$ cat src/htfl_pkg.sv
// ----------------------------------------------------------------------------
// htfl_pkg: shared types and codes for the handle table allocator
// Action and status codes, register indexes and fixed field widths.
// ----------------------------------------------------------------------------
package htfl_pkg;

   localparam logic [1:0] ACT_ALLOC = 2'd0;
   localparam logic [1:0] ACT_FREE  = 2'd1;
   localparam logic [1:0] ACT_GET   = 2'd2;

   localparam logic [2:0] ST_OK        = 3'd0;
   localparam logic [2:0] ST_BAD_OWNER = 3'd1;
   localparam logic [2:0] ST_FULL      = 3'd2;
   localparam logic [2:0] ST_REJECT    = 3'd3;
   localparam logic [2:0] ST_UNALLOC   = 3'd4;

   localparam logic [1:0] REG_MAX       = 2'd0;
   localparam logic [1:0] REG_THRESHOLD = 2'd1;
   localparam logic [1:0] REG_SPILL     = 2'd2;

   localparam int CFG_WIDTH = 13;
   localparam logic [15:0] FREE_OWNER = 16'hFFFF;

   typedef logic [CFG_WIDTH-1:0] cfg_type;

   typedef struct packed {
      cfg_type max_handles;
      cfg_type spill_threshold;
      cfg_type spill_count;
   } cfg_regs_type;

endpackage

$ cat src/htfl_csr.sv
// ----------------------------------------------------------------------------
// htfl_csr: configuration registers
// APB-style write/read of the three allocator settings.
// ----------------------------------------------------------------------------
module htfl_csr import htfl_pkg::*; (
   input  logic         clock,
   input  logic         reset,
   input  logic         csr_psel,
   input  logic         csr_penable,
   input  logic         csr_pwrite,
   input  logic [3:0]   csr_paddr,
   input  logic [31:0]  csr_pwdata,
   output logic [31:0]  csr_prdata,
   output logic         csr_pready,
   output cfg_regs_type cfg
);
   cfg_regs_type cfg_ff;
   logic         wr_en;
   logic [1:0]   idx;

   assign csr_pready = 1'b1;
   assign wr_en      = csr_psel & csr_penable & csr_pwrite;
   assign idx        = csr_paddr[3:2];
   assign cfg        = cfg_ff;

   always_ff @(posedge clock) begin
      if (reset) begin
         cfg_ff.max_handles     <= cfg_type'(4096);
         cfg_ff.spill_threshold <= cfg_type'(100);
         cfg_ff.spill_count     <= cfg_type'(90);
      end else if (wr_en && csr_paddr[1:0] == 2'd0) begin
         case (idx)
            REG_MAX:       cfg_ff.max_handles     <= csr_pwdata[CFG_WIDTH-1:0];
            REG_THRESHOLD: cfg_ff.spill_threshold <= csr_pwdata[CFG_WIDTH-1:0];
            REG_SPILL:     cfg_ff.spill_count     <= csr_pwdata[CFG_WIDTH-1:0];
            default: ;
         endcase
      end
   end

   always_comb begin
      csr_prdata = '0;
      case (idx)
         REG_MAX:       csr_prdata = 32'(cfg_ff.max_handles);
         REG_THRESHOLD: csr_prdata = 32'(cfg_ff.spill_threshold);
         REG_SPILL:     csr_prdata = 32'(cfg_ff.spill_count);
         default:       csr_prdata = '0;
      endcase
   end
endmodule

$ cat config.mk
export PLATFORM = sky130hd
export DESIGN_NAME = htfl_csr
export DESIGN_NICKNAME = d
export VERILOG_FILES = /design/src/htfl_pkg.sv /design/src/htfl_csr.sv
export SDC_FILE = /design/constraint.sdc
export NUM_CORES = 1
export LEC_CHECK = 0
export ABC_AREA = 1
export ABC_CLOCK_PERIOD_IN_PS = 990
export BUFFER_PORTS_ARGS = -buffer_cell sky130_fd_sc_hd__buf_4
export CAP_MARGIN = 15
export CORE_ASPECT_RATIO = 1.25
export CORE_MARGIN = 8
export CORE_UTILIZATION = 38
export DETAILED_ROUTE_END_ITERATION = 10
export PLACE_DENSITY = 0.81
export SYNTH_ARGS = -nofsm -noshare
export SYNTH_HDL_FRONTEND = slang
export SYNTH_SLANG_ARGS = --single-unit
$ cat constraint.sdc
create_clock -name clock -period 0.99 [get_ports clock]
set_input_delay 0.0495 -clock clock [delete_from_list [all_inputs] [get_ports clock]]
set_output_delay 0.0495 -clock clock [all_outputs]
set_load 0.005 [all_outputs]
==> flow_metrics.py <==
metrics = {
    "layout": {
        "area_growth_syn_to_layout_pct": 44.1,
        "layout_commonest_cell": "buf_4",
        "nets": 491,
        "stdcell_area_um2": 3240,
        "drive_gt1_share_pct": 40.8,
        "n_antenna_cell": 0,
        "final_cell_mix": "buf_4 (109), nand2_1 (91), inv_1 (59)",
        "nFillCells": 553,
        "largest_reg_flops": 39,
    },
    "outcome": {
        "status": "finished with violations",
        "violations": "negative setup slack",
    },
    "timing": {
        "rsz0062_at_grt": "true",
        "slew_viol_final": 0,
        "clock-skew-final_ns": 0,
        "finalCriticalPeriod_ns": 1.11,
        "fin_crit_sh_pct": 113,
        "hold_violations": 0,
        "timing.final.ws_setup_ns": -0.124,
        "tns_ns": -0.283,
        "max_freq_mhz": 898,
        "setup_viol": 11,
    },
    "floorplan": {
        "ios": 113,
        "fp.dieW_um": 84.9,
        "die-area_um2": 8660,
        "row_count": 31,
        "die_y_um": 102,
        "core_area_um2": 5780,
        "start_util_pct": 39.0,
    },
    "global_route": {
        "grt_pass1_vias": 2512,
        "grt_first_pass_wirelength_um": 11500,
        "grt.total_usage_pct": 16.3,
        "overflow": 0,
        "grt_max_degree": 40,
        "antenna_found_initial": 0,
    },
    "routing": {
        "drt_iter0_markers": 123,
        "num_vias": 2480,
        "wl_per_cell_um": 13.4,
        "wl_um": 6910,
        "drc": 0,
        "routed_via_density": 4.80,
        "ant_nets": 0,
        "drtPass1Iterations": 4,
    },
    "logic_synthesis": {
        "ys_warn_count": 0,
        "synth_compound_area_share_pct": 4.39,
        "synthAdderAreaFrac_pct": 0,
        "yosysUniqueCellTypes": 18,
        "synth_top_family_by_area": "simple AND/OR/NAND/NOR gates",
        "ys_seq_area_share_pct": 34.7,
        "synth_seq_cells": 39,
        "synth_area_per_cell_um2": 6.42,
        "synthXorXnorAreaFrac_pct": 0,
        "syn_area_um2": 2250,
        "synthMuxAreaShare_pct": 0,
        "synth-simple-area-share_pct": 36.7,
        "syn_inst": 351,
    },
    "critical_path": {
        "cp.arrival_ns": 1.06,
        "cp-end-kind": "output pin",
        "cp-start-kind": "flop",
        "critical_path_class": "flop to output pin",
        "cp_max_fo": 2,
        "crit_required_ns": 0.94,
        "reg2reg_slack_ns": 0.13,
        "worstRegToRegCells": 6,
        "startpoint": "cfg[2]",
        "r2r-start": "cfg[7]",
    },
    "placement": {
        "place_congestion": 0.835,
        "hpwl_um": 5060,
        "placed_cell_area_um2": 2950,
        "port_buffers": 73,
        "post-place-ws_ns": 0.0173,
    },
    "cts": {
        "clkSlewWorstSetupHoldPaths_ns": 0.08,
        "clock_path_buffers": 2,
        "clock-root-buffer": "clkbuf_8",
        "clk-insertion-delay-late_ns": 0.29,
        "clock-sinks": 39,
        "cts_hold_buf": 0,
        "cts_max_level": 2,
        "cts-buffers-inserted": 5,
        "cts_tree": "yes",
    },
    "flow_run": {
        "drv_cap": 0,
    },
    "worst_hold_path": {
        "hold_depth": 3,
        "min_from": "csr_pwdata[3]",
        "hold_class": "input pin to flop",
    },
    "power": {
        "peakVddDrop_mv": 0.547,
        "power_density_nw_per_um2": 1020,
        "p_leak_nw": 1.69,
    },
}
report_power, final:
group	switching, mW	leakage [nW]	internal (mW)
clock	0.574	0.0515	0.637
sequential	0.00883	0.324	1.58
combinational	0.285	1.31	0.218
worst paths after layout:
kind	end
worst max register to register	cfg[7]
worst min-delay path	cfg[3]
worst min register to register	cfg[18]
worst max-delay path	csr_prdata[2]
cell type report:
class | count | area, um2 | area share (%)
clock buffer | 8 | 100 | 3.09
multi-input combinational | 212 | 1050 | 32.5
tap | 66 | 82.6 | 2.55
timing repair buffer | 113 | 898 | 27.7
sequential | 39 | 813 | 25.1
inverter | 79 | 297 | 9.14
metrics by stage:
stage	utilization, %	hold WS (ns)	total power [mW]	std cells
floorplan	-	0.221	1.91	369
global placement	51.0	0.324	2.10	494
detailed placement	51.0	0.335	2.10	494
CTS	55.5	0.0232	3.31	514
global route	56.1	0.0303	3.45	517
finish	56.1	0.0258	3.30	517
what timing repair did:
action,4_1_cts,5_1_grt
setup buffers,12,3
gates resized for setup,46,8
pin swaps,12,4
setup endpoints to repair,12,13
cells in the mapped netlist:
| cell | n | share of area [%] |
|---|---|---|
| nand4_1 | 39 | 11 |
| inv_1 | 77 | 13 |
| dfxtp_1 | 39 | 35 |
| buf_2 | 11 | 2.4 |
| clkbuf_1 | 5 | 0.83 |
| nor2_2 | 3 | 0.83 |
| nand2_1 | 93 | 15 |
| buf_4 | 20 | 6.7 |
| nand3_1 | 9 | 2.0 |
| buf_6 | 1 | 0.50 |
| nor2_1 | 31 | 5.2 |
| nand3_2 | 3 | 1.3 |
| inv_2 | 2 | 0.33 |
| conb_1 | 2 | 0.33 |
| buf_1 | 2 | 0.33 |
| o221ai_1 | 7 | 2.7 |
| nor2_4 | 2 | 1.0 |
| o211ai_1 | 5 | 1.7 |
cell families after synthesis:
kind of cell    after synthesis
simple gates                180
buf+inv                     118
flops                        39
other cells                   2
compound gates               12
metal layers:
layer / global-route usage, % / share of wire, % / up-vias
met2: 29.3 / 51 / 87
met5: 0 / 0 / -
met4: 5.63 / 1.3 / 0
li1: - / - / 1239
met3: 5.15 / 7.8 / 9
met1: 17.6 / 39 / 1145
critical path, stage by stage, from the launching register on:
cell	delay [ns]
dfxtp_2	0.35
inv_2	0.04
o211ai_1	0.22
buf_4	0.16
Note: power is estimated with default switching activity, not from simulation.
